<file path="src/dgsa_pkg.sv">
// Shared constants, codes and types of the dense grid slot allocator.
package dgsa_pkg;

	localparam int MAX_PAGES = 4;
	localparam int MAX_COLS  = 16;
	localparam int MAX_ROWS  = 16;
	localparam int TAG_BITS  = 16;

	localparam int PAGE_W  = $clog2(MAX_PAGES);
	localparam int COL_W   = $clog2(MAX_COLS);
	localparam int ROW_W   = $clog2(MAX_ROWS);
	localparam int CPAGE_W = $clog2(MAX_PAGES + 1);
	localparam int ADDR_W  = PAGE_W + ROW_W + COL_W;
	localparam int DEPTH   = MAX_PAGES * MAX_ROWS * MAX_COLS;
	localparam int LIVE_W  = $clog2(DEPTH + 1);
	localparam int GEOM_W  = 5;
	localparam int STAT_W  = 2;
	localparam int CFG_IDX_W = 1;

	localparam logic [STAT_W-1:0] ST_OK       = 2'd0;
	localparam logic [STAT_W-1:0] ST_FULL     = 2'd1;
	localparam logic [STAT_W-1:0] ST_NOT_LIVE = 2'd2;

	localparam logic MODE_ALLOC = 1'b0;
	localparam logic MODE_FREE  = 1'b1;

	localparam logic [CFG_IDX_W-1:0] REG_ACROSS = 1'd0;
	localparam logic [CFG_IDX_W-1:0] REG_DOWN   = 1'd1;

	typedef enum logic {
		S_IDLE,
		S_MOVE
	} state_t;

	// Commit strobes from the sequencer to the position tracker.
	typedef struct packed {
		logic alloc;
		logic free;
	} cmd_t;

	// Decisions and addresses that the position tracker offers.
	typedef struct packed {
		logic              full;
		logic              free_ok;
		logic              free_last;
		logic              opened;
		logic              released;
		logic [ADDR_W-1:0] cur_addr;
		logic [ADDR_W-1:0] last_addr;
		logic [LIVE_W-1:0] live;
	} view_t;

	// Map a written geometry value onto 1..limit.
	function automatic logic [GEOM_W-1:0] clamp_geom(input logic [GEOM_W-1:0] v,
			input logic [GEOM_W-1:0] limit);
		logic [GEOM_W-1:0] r;
		if (v == '0) begin
			r = GEOM_W'(1);
		end else if (v > limit) begin
			r = limit;
		end else begin
			r = v;
		end
		return r;
	endfunction

endpackage

</file>
<file path="src/dgsa_track.sv">
// Geometry registers, live count and the cursor / last-cell positions.
module dgsa_track (
	input  logic                                clk,
	input  logic                                arst_n,
	input  logic                                cfg_we,
	input  logic [dgsa_pkg::CFG_IDX_W-1:0]      cfg_idx,
	input  logic [dgsa_pkg::GEOM_W-1:0]         cfg_val,
	input  dgsa_pkg::cmd_t                      cmd,
	input  logic [dgsa_pkg::PAGE_W-1:0]         free_page,
	input  logic [dgsa_pkg::COL_W-1:0]          free_col,
	input  logic [dgsa_pkg::ROW_W-1:0]          free_row,
	output dgsa_pkg::view_t                     view
);

	logic [dgsa_pkg::GEOM_W-1:0]  across_q, down_q;
	logic [dgsa_pkg::LIVE_W-1:0]  live_q;
	logic [dgsa_pkg::CPAGE_W-1:0] cur_page_q;
	logic [dgsa_pkg::COL_W-1:0]   cur_col_q;
	logic [dgsa_pkg::ROW_W-1:0]   cur_row_q;
	logic [dgsa_pkg::PAGE_W-1:0]  last_page_q;
	logic [dgsa_pkg::COL_W-1:0]   last_col_q;
	logic [dgsa_pkg::ROW_W-1:0]   last_row_q;

	logic [dgsa_pkg::COL_W-1:0]   col_max;
	logic [dgsa_pkg::ROW_W-1:0]   row_max;
	logic [dgsa_pkg::CPAGE_W-1:0] nxt_page;
	logic [dgsa_pkg::COL_W-1:0]   nxt_col;
	logic [dgsa_pkg::ROW_W-1:0]   nxt_row;
	logic [dgsa_pkg::PAGE_W-1:0]  prv_page;
	logic [dgsa_pkg::COL_W-1:0]   prv_col;
	logic [dgsa_pkg::ROW_W-1:0]   prv_row;
	logic                         in_geom;
	logic                         below_cur;

	assign col_max = dgsa_pkg::COL_W'(across_q - dgsa_pkg::GEOM_W'(1));
	assign row_max = dgsa_pkg::ROW_W'(down_q - dgsa_pkg::GEOM_W'(1));

	// Step the cursor forward in page, row, column order.
	always_comb begin
		nxt_page = cur_page_q;
		nxt_row  = cur_row_q;
		nxt_col  = cur_col_q + dgsa_pkg::COL_W'(1);
		if (cur_col_q == col_max) begin
			nxt_col = '0;
			nxt_row = cur_row_q + dgsa_pkg::ROW_W'(1);
			if (cur_row_q == row_max) begin
				nxt_row  = '0;
				nxt_page = cur_page_q + dgsa_pkg::CPAGE_W'(1);
			end
		end
	end

	// Step the last cell back; an empty store parks it at zero.
	always_comb begin
		prv_page = last_page_q;
		prv_row  = last_row_q;
		prv_col  = last_col_q - dgsa_pkg::COL_W'(1);
		if (live_q == dgsa_pkg::LIVE_W'(1)) begin
			prv_page = '0;
			prv_row  = '0;
			prv_col  = '0;
		end else if (last_col_q == '0) begin
			prv_col = col_max;
			prv_row = last_row_q - dgsa_pkg::ROW_W'(1);
			if (last_row_q == '0) begin
				prv_row  = row_max;
				prv_page = last_page_q - dgsa_pkg::PAGE_W'(1);
			end
		end
	end

	assign in_geom = ({1'b0, free_col} < across_q) && ({1'b0, free_row} < down_q) &&
		(dgsa_pkg::CPAGE_W'(free_page) < dgsa_pkg::CPAGE_W'(dgsa_pkg::MAX_PAGES));
	assign below_cur = {dgsa_pkg::CPAGE_W'(free_page), free_row, free_col} <
		{cur_page_q, cur_row_q, cur_col_q};

	always_comb begin
		view.full      = (cur_page_q == dgsa_pkg::CPAGE_W'(dgsa_pkg::MAX_PAGES));
		view.free_ok   = in_geom && below_cur;
		view.free_last = ({free_page, free_row, free_col} ==
			{last_page_q, last_row_q, last_col_q});
		view.opened    = (cur_col_q == '0) && (cur_row_q == '0);
		view.released  = (last_col_q == '0) && (last_row_q == '0);
		view.cur_addr  = {cur_page_q[dgsa_pkg::PAGE_W-1:0], cur_row_q, cur_col_q};
		view.last_addr = {last_page_q, last_row_q, last_col_q};
		view.live      = live_q;
	end

	always_ff @(posedge clk or negedge arst_n) begin
		if (!arst_n) begin
			across_q    <= dgsa_pkg::GEOM_W'(dgsa_pkg::MAX_COLS);
			down_q      <= dgsa_pkg::GEOM_W'(dgsa_pkg::MAX_ROWS);
			live_q      <= '0;
			cur_page_q  <= '0;
			cur_col_q   <= '0;
			cur_row_q   <= '0;
			last_page_q <= '0;
			last_col_q  <= '0;
			last_row_q  <= '0;
		end else begin
			// Geometry holds while any cell is live.
			if (cfg_we && live_q == '0) begin
				unique case (cfg_idx)
					dgsa_pkg::REG_ACROSS: across_q <= dgsa_pkg::clamp_geom(cfg_val,
						dgsa_pkg::GEOM_W'(dgsa_pkg::MAX_COLS));
					dgsa_pkg::REG_DOWN: down_q <= dgsa_pkg::clamp_geom(cfg_val,
						dgsa_pkg::GEOM_W'(dgsa_pkg::MAX_ROWS));
					default: ;
				endcase
			end
			if (cmd.alloc) begin
				live_q      <= live_q + dgsa_pkg::LIVE_W'(1);
				last_page_q <= cur_page_q[dgsa_pkg::PAGE_W-1:0];
				last_col_q  <= cur_col_q;
				last_row_q  <= cur_row_q;
				cur_page_q  <= nxt_page;
				cur_col_q   <= nxt_col;
				cur_row_q   <= nxt_row;
			end else if (cmd.free) begin
				live_q      <= live_q - dgsa_pkg::LIVE_W'(1);
				cur_page_q  <= dgsa_pkg::CPAGE_W'(last_page_q);
				cur_col_q   <= last_col_q;
				cur_row_q   <= last_row_q;
				last_page_q <= prv_page;
				last_col_q  <= prv_col;
				last_row_q  <= prv_row;
			end
		end
	end

endmodule

</file>
<file path="config.mk">
export PLATFORM = sky130hd
export DESIGN_NAME = dgsa_track
export DESIGN_NICKNAME = d
export VERILOG_FILES = /design/src/dgsa_pkg.sv /design/src/dgsa_track.sv
export SDC_FILE = /design/constraint.sdc
export NUM_CORES = 1
export LEC_CHECK = 0
export ABC_AREA = 1
export ABC_CLOCK_PERIOD_IN_PS = 1580
export BUFFER_PORTS_ARGS = -buffer_cell sky130_fd_sc_hd__buf_2
export CAP_MARGIN = 20
export CORE_ASPECT_RATIO = 1.2
export CORE_MARGIN = 3
export CORE_UTILIZATION = 30
export DETAILED_ROUTE_END_ITERATION = 10
export PLACE_DENSITY = 0.54
export SLEW_MARGIN = 10
export SYNTH_ARGS = -nofsm -noshare
export SYNTH_HDL_FRONTEND = slang
export SYNTH_SLANG_ARGS = --single-unit
</file>
<file path="constraint.sdc">
create_clock -name clk -period 1.58 [get_ports clk]
set_input_delay 0.158 -clock clk [delete_from_list [all_inputs] [get_ports clk]]
set_output_delay 0.158 -clock clk [all_outputs]
set_load 0.02 [all_outputs]
</file>
=== After elaboration in Yosys (flattened, before gate mapping) ===
Cells that the tools add are included.

* Flip-flop bits (word level): 42
* Input bits: 21
* Output and inout port bits: 36
* Logic and storage cells: 80

* Add/sub/neg operators: 10
* Order comparisons: 4
* Equality and inequality tests: 7
* Muxes and demuxes: 29
* Bitwise logic cells: 1
* Reductions and logical operators: 20

{| class="wikitable"
|+ Operator list
! kind !! number
|-
| 4-bit two-way mux || 16
|-
| 11-bit two-way mux || 2
|-
| 4-bit zero test || 4
|-
| 4-bit by 1-bit subtractor with 4-bit output (second input constant) || 4
|-
| 3-bit two-way mux || 4
|-
| 11-bit by 1-bit adder with 11-bit output (second input constant) || 1
|-
| 11-bit by 1-bit == test with 1-bit output (second input constant) || 1
|-
| 11-bit zero test || 1
|-
| 10-bit by 11-bit < comparator with 1-bit output || 1
|-
| 11-bit by 1-bit subtractor with 11-bit output (second input constant) || 1
|-
| 10-bit == test || 1
|-
| 4-bit by 5-bit < comparator with 1-bit output || 2
|-
| 2-bit two-way mux || 5
|-
| 5-bit two-way mux || 2
|-
| 4-bit by 1-bit adder with 4-bit output (second input constant) || 2
|-
| 4-bit == test || 2
|-
| 2-bit AND reduction || 4
|-
| 3-bit AND reduction || 2
|-
| 3-bit nonzero test || 2
|-
| 5-bit greater-than comparator (second input constant) || 1
|-
| 1-bit logical AND || 5
|-
| 5-bit zero test || 1
|-
| 2-bit by 1-bit != test with 1-bit output (second input constant) || 2
|-
| 3-bit by 1-bit adder with 3-bit output (second input constant) || 1
|-
| other kinds (4) || 4
|}

=== Depth between registers and ports, before layout ===
Gate-level depths: netlist of run 1.

* Depth after elaboration: 6
* Gate-level depth with buffers: 13
* Mapped depth without buffers: 13

=== Worst setup path after synthesis of run 1 ===
Ideal clock, no wire load.

* Kind: flip-flop to flip-flop
* From: register last_row_q[0] (netlist bit)
* To: register last_page_q[0] (netlist bit)
* Library setup time: 0.117 ns
* Arrival: 1.614 ns
* Required time: 1.463 ns
* Slack: -0.151 ns
* Cell stages (with the launch flop): 10
* Buffers on the path: 0
* Period minus slack after synthesis: 1.731 ns
* Cell sequence: dfrtp_1 > inv_1 > ha_1 > nand3_2 > nor2_1 > inv_1 > nand2_2 > nand2_2 > nand2_1 > nand2_1

* Word-level cells in the longest chain between the ends: 3

{| class="wikitable"
|+ RTL lines
! item !! RTL line !! text
|-
| start, declared || dgsa_track.sv:22 || <nowiki>logic [dgsa_pkg::ROW_W-1:0] last_row_q;</nowiki>
|-
| start signal, assigned || dgsa_track.sv:115 || <nowiki>last_row_q <= cur_row_q;</nowiki>
|-
| start signal, assigned || dgsa_track.sv:126 || <nowiki>last_row_q <= prv_row;</nowiki>
|-
| 4-bit zero test || dgsa_track.sv:65 || <nowiki>if (last_row_q == '0) begin</nowiki>
|-
| 3-bit nonzero test (no line) || n/a ||
|-
| 3-bit AND reduction (no line) || n/a ||
|-
| end signal, assigned || dgsa_track.sv:113 || <nowiki>last_page_q <= cur_page_q[dgsa_pkg::PAGE_W-1:0];</nowiki>
|-
| end signal, assigned || dgsa_track.sv:124 || <nowiki>last_page_q <= prv_page;</nowiki>
|-
| end, declared || dgsa_track.sv:20 || <nowiki>logic [dgsa_pkg::PAGE_W-1:0] last_page_q;</nowiki>
|}

Every way passes these cells.
A chain may end at the register's enable or synchronous reset.

==> results.py, run 1 <==
metrics = {
    "clocking": {
        "cts_max_level": 2,
        "clkLatencyLatePin_ns": 0.29,
        "clkSinkCount": 42,
        "cts_tree": "built",
        "cts_buffers": 5,
        "clock_path_buffers": 2,
        "cts-root-buf": "clkbuf_16",
        "clkTransAtPathRegs_ns": 0.06,
    },
    "detailed_routing": {
        "drtIter0Drc": 111,
        "wirelength_um": 10800,
        "wl_per_cell_um": 14.8,
        "vias_per_cell": 4.80,
        "postRouteAntennaNets": 0,
        "drc_errors": 0,
        "drtPass1Iterations": 4,
        "dr_total_vias": 3513,
    },
    "synthesis": {
        "synth.area.top_cells": "dfrtp_1, nand2_1, ha_1",
        "async_reset_ff_share_pct": 100,
        "yosysMostFrequentCell": "nand2_1",
        "synth_area_um2": 3410,
        "yosys_warnings": 0,
        "synth_commonest_cells": "nand2_1, inv_1, dfrtp_1, nand3_1, ha_1",
        "syn-num-nets": 505,
        "synthCells": 453,
        "syn_avg_cell_area_um2": 7.53,
        "synth-seq-area-share_pct": 30.9,
        "synthFlopType": "dfrtp_1",
        "synth.top_cell.area_share_pct": 29.3,
        "synth_seq_cells": 42,
        "synth_edf_count": 0,
        "synth_cell_types": 38,
        "synth_top_area_cell": "dfrtp_1",
    },
    "flow_run": {
        "maxCapViolations": 0,
    },
    "timing": {
        "rsz0062_at_grt": "yes",
        "final.min_clock_period_ns": 1.81,
        "slew_viol_final": 0,
        "fin_ws_ns": -0.231,
        "worst_slew_pin_slew_ns": 0.660,
        "maxSlewHeadroom_pct": 56.0,
        "fmax_ghz": 0.552,
        "final_hold_viol_count": 0,
        "setup_viol": 12,
        "fin_crit_sh_pct": 115,
        "fin_setup_tns_ns": -1.04,
        "hold_ws_ns": 0.166,
        "skew_ns": 0.00501,
    },
    "global_route": {
        "antenna_found_initial": 0,
        "grt_usage_pct": 17.5,
        "grt_remaining_overflow": 0,
        "grt_first_pass_wirelength_um": 17100,
        "grt_start_max_net_pins": 30,
        "first_global_vias": 3434,
    },
    "critical_path": {
        "crit_type": "flip-flop to output pin",
        "cp_max_fo": 2,
        "start_kind": "flip-flop",
        "r2r-start": "across_q[1]",
        "cp.required_ns": 1.42,
        "crit_path_end_kind": "output pin",
        "cp.arrival_ns": 1.65,
        "cp-startpoint": "cur_page_q[0]",
    },
    "floorplanning": {
        "rows": 42,
        "die_w_um": 103,
        "dieArea_um2": 12700,
        "core_area_um2": 11100,
        "start_util_pct": 30.8,
        "ios": 57,
        "die_h_um": 123,
    },
    "placement": {
        "placed_area_um2": 4250,
        "dp_slack_ns": -0.0780,
        "dp_hpwl_um": 8250,
        "portBuffers": 56,
        "gp_congestion": 0.872,
    },
    "finish": {
        "syn2layout_area_growth_pct": 43.0,
        "fillers": 1115,
        "final_nets": 629,
        "antennaDiodeCount": 0,
        "drive_gt1_share_pct": 41.2,
        "final_area_um2": 4880,
    },
    "power_and_ir_drop": {
        "powerDensity_nw_per_um2": 1670,
        "max-vdd-ir-drop_mv": 0.747,
        "p_leak_nw": 2.49,
    },
    "min_path": {
        "min_from": "cfg_val[4]",
        "hold_class": "input port to flip-flop",
    },
    "status": {
        "status": "finished, violations left",
        "violations": "negative setup slack",
    },
}
[logic make-up after synthesis]
family	synth area share, %
AO/OA/AOI/OAI	10.9
XOR/XNOR	7.19
adder cells (fa/ha/maj)	11.4
buffers and inverters	7.85
flip-flops	30.9
AND/OR/NAND/NOR	31.8
[final cells by class]
type / instances / area, µm² / share of cell area (%)
well taps: 154 / 193 / 3.95
flip-flops and latches: 42 / 1060 / 21.8
clock buffers: 5 / 125 / 2.56
inverters: 59 / 229 / 4.69
multi-input cells: 346 / 2390 / 49.1
repair buffers: 123 / 855 / 17.5
clock inverters: 3 / 21.3 / 0.436
[where the power goes]
part           internal, W  switching (W)
Clock             0.000586       0.000460
Sequential         0.00148       0.000361
Combinational      0.00224        0.00300
[metal layers]
metal | vias to the layer above | part of all wire [%] | global-route usage, %
li1 | 1745 | - | -
met1 | 1688 | 43 | 22.1
met2 | 65 | 51 | 30.5
met3 | 15 | 3.4 | 2.39
met4 | 0 | 2.0 | 5.75
met5 | - | 0 | 0
[worst paths after layout]
check                                endpoint  slack (ns)  cells past startpoint
min in group asynchronous       last_col_q[2]        0.43                      2
worst max register to register  cur_page_q[1]       -0.13                     11
worst max-delay path                 view[34]       -0.23                      8
worst min register to register    across_q[4]        0.50                      2
worst min-delay path                down_q[4]        0.17                      3
max in group asynchronous        cur_col_q[0]        0.59                      3
[sequential cells by signal, summed over array words and instances (netlist names)]
register     count
last_col_q       4
cur_page_q       3
live_q          11
last_page_q      2
down_q           5
cur_col_q        4
across_q         5
cur_row_q        4
last_row_q       4
[worst max-delay path, cell delays in order (launching register included)]
cell     delay, ns
dfrtp_1       0.37
inv_1         0.08
ha_1          0.25
a21oi_1       0.13
nor2_1        0.05
a21oi_1       0.14
nand3_1       0.10
nor2_2        0.12
buf_6         0.12
[per-stage QoR]
| step | instances | power (W) | util, % |
|---|---|---|---|
| after floorplan | 453 | 0.00462 | - |
| after global placement | 705 | 0.00630 | 38.3 |
| after detailed placement | 705 | 0.00637 | 38.3 |
| after CTS | 725 | 0.00774 | 41.6 |
| after global routing | 732 | 0.00881 | 44.0 |
| final | 732 | 0.00813 | 44.0 |
[placed cells by master, fill, tap and decap left out, drive strengths merged, types with 2 or more instances in the layout]
master,Yosys,layout
nand2,130,130
clkbuf,2,5
o21ai,32,32
nand4,10,10
xnor2,12,12
o221ai,2,2
nand3b,2,2
nor2,27,28
ha,31,31
inv,59,59
o211ai,4,4
dfstp,2,2
buf,5,122
a22oi,4,4
o22ai,3,3
or2,2,2
nor3,9,9
dfrtp,40,40
clkinv,0,2
nand3,42,42
o2111ai,2,2
a21oi,13,13
xor2,16,16
a31o,3,3
[what timing repair did]
item | in CTS | in global routing
setup buffers | 12 | 7
cloned | 0 | 1
endpoints found under the hold margin | 22 | 0
resized for setup | 33 | 55
hold buffers | 1 | 0
pin swaps | 17 | 32
setup endpoints to repair | 15 | 36
Power figures use the tool's default switching activity.
==> run 2, diff against run 1 <==
- RECOVER_POWER: unset -> 100
==> results.py, run 2 (synthesized netlist as in run 1, its figures left out) <==
metrics = {
    "critical_path": {
        "path_buf_inv": 2,
        "start_kind": "flip-flop",
        "cp.arrival_ns": 1.65,
        "crit_path_end_kind": "output pin",
        "cp_slowest_cell": "dfrtp_1",
        "crit_path_cell_trace": "inv_1 > ha_1 > a21oi_1 > nor2_1 > a21oi_1 > nand3_1 > nor2_2 > buf_6",
        "cp.required_ns": 1.42,
        "cp_max_fo": 2,
        "max_stage_delay_ns": 0.37,
        "path_delay_family": "flip-flops",
        "cpMostUsedCell": "a21oi_1",
        "crit_type": "flip-flop to output pin",
    },
    "floorplanning": {
        "ios": 57,
        "dieArea_um2": 12700,
        "die_h_um": 123,
        "core_area_um2": 11100,
        "die_w_um": 103,
        "rows": 42,
        "start_util_pct": 30.8,
    },
    "detailed_routing": {
        "wirelength_um": 10800,
        "drtIter0Drc": 120,
        "drtPass1Iterations": 4,
        "dr_total_vias": 3504,
        "vias_per_cell": 4.79,
        "postRouteAntennaNets": 0,
        "drc_errors": 0,
        "wl_per_cell_um": 14.7,
    },
    "clocking": {
        "cts_tree": "built",
        "cts_max_level": 2,
        "clkTransAtPathRegs_ns": 0.06,
        "cts-root-buf": "clkbuf_16",
        "clkSinkCount": 42,
        "clkLatencyLatePin_ns": 0.29,
        "cts_buffers": 5,
        "clock_path_buffers": 2,
    },
    "global_route": {
        "grt_usage_pct": 17.5,
        "antenna_found_initial": 0,
        "first_global_vias": 3434,
        "grt_start_max_net_pins": 30,
        "grt_first_pass_wirelength_um": 17100,
        "grt_remaining_overflow": 0,
    },
    "status": {
        "violations": "negative setup slack",
        "status": "finished, violations left",
    },
    "finish": {
        "drive_gt1_share_pct": 35.1,
        "final_common_cell": "nand2_1",
        "reg.largest.list": "live_q: 11 flops, across_q: 5 flops, down_q: 5 flops",
        "antennaDiodeCount": 0,
        "fin_util_pct": 43.3,
        "syn2layout_area_growth_pct": 40.7,
        "final_area_um2": 4800,
        "fillers": 1137,
        "final_nets": 629,
        "mostFrequentLayoutCells": "nand2_1, buf_4, inv_1",
        "largest_register_ff_count": 11,
        "final_cells": 732,
        "largest_register": "live_q",
    },
    "timing": {
        "fmax_ghz": 0.552,
        "skew_ns": 0.00540,
        "slew_viol_final": 0,
        "maxSlewHeadroom_pct": 54.7,
        "rsz0062_at_grt": "yes",
        "hold_ws_ns": 0.163,
        "final_hold_viol_count": 0,
        "final.min_clock_period_ns": 1.81,
        "fin_ws_ns": -0.232,
        "fin_crit_sh_pct": 115,
        "worst_slew_pin_slew_ns": 0.680,
        "setup_viol": 13,
    },
    "power_and_ir_drop": {
        "powerDensity_nw_per_um2": 1670,
        "max-vdd-ir-drop_mv": 0.726,
        "p_leak_nw": 2.39,
        "finalPower_w": 0.00799,
    },
    "placement": {
        "dp_hpwl_um": 8250,
        "portBuffers": 56,
        "gp_congestion": 0.872,
        "placed_area_um2": 4250,
        "placedCellCount": 705,
    },
    "min_path": {
        "hold_class": "input port to flip-flop",
    },
    "flow_run": {
        "maxCapViolations": 0,
    },
}
run 2: changes by cell type in the layout (fill, tap and decap cells not counted), sizes merged:
cell and delta:
buf -32, clkbuf +32
run 2: worst min-delay path, cell delays in order:
cell	delay, ns
buf_2	0.10
inv_1	0.08
o21ai_0	0.09
run 2: power by group:
| part | switching, W | leakage, nW | internal, W |
|---|---|---|---|
| clock network | 0.000456 | 0.0698 | 0.000586 |
| logic | 0.00299 | 1.79 | 0.00212 |
| registers | 0.000362 | 0.525 | 0.00147 |
| total | 0.00381 | 2.39 | 0.00418 |
run 2: what timing repair did:
action,in CTS,in global routing
setup buffers,12,7
setup endpoints to repair,15,36
pin swaps,17,32
gates resized for setup,33,55
endpoints found under the hold margin,22,0
gates cloned,0,1
hold buffers,1,0
run 2: layout make-up:
| type | instances | area [µm²] | share of cell area (%) |
|---|---|---|---|
| Clock buffer | 5 | 125 | 2.61 |
| Clock inverter | 3 | 21.3 | 0.443 |
| Inverter | 59 | 229 | 4.77 |
| Multi-Input combinational cell | 346 | 2380 | 49.6 |
| Sequential cell | 42 | 1060 | 22.1 |
| Tap cell | 154 | 193 | 4.01 |
| Timing Repair Buffer | 123 | 795 | 16.6 |
run 2: metal layers:
| layer | share of wire (%) | vias to the layer above | track usage (%) |
|---|---|---|---|
| met4 | 1.7 | 0 | 5.75 |
| met3 | 3.6 | 11 | 2.39 |
| met1 | 42 | 1686 | 22.1 |
| met2 | 52 | 67 | 30.5 |
| li1 | - | 1740 | - |
| met5 | 0 | - | 0 |
run 2: stage by stage:
stage	setup slack, ns	TNS [ns]
floorplan	0.00780	0
CTS	-0.299	-0.398
detailed placement	-0.0780	-0.536
global route	-0.334	-3.66
global placement	-0.0685	-0.427
finish	-0.232	-1.09
run 2: path summary, 6_finish.rpt:
check,startpoint,cells past startpoint,endpoint,slack [ns]
max,cur_page_q[0],8,view[34],-0.23
max reg2reg,across_q[1],11,cur_page_q[1],-0.14
min,cfg_val[4],3,down_q[4],0.16
max in group asynchronous,arst_n,3,cur_col_q[0],0.19
min reg2reg,down_q[4],2,down_q[4],0.50
min in group asynchronous,arst_n,2,last_col_q[2],0.44
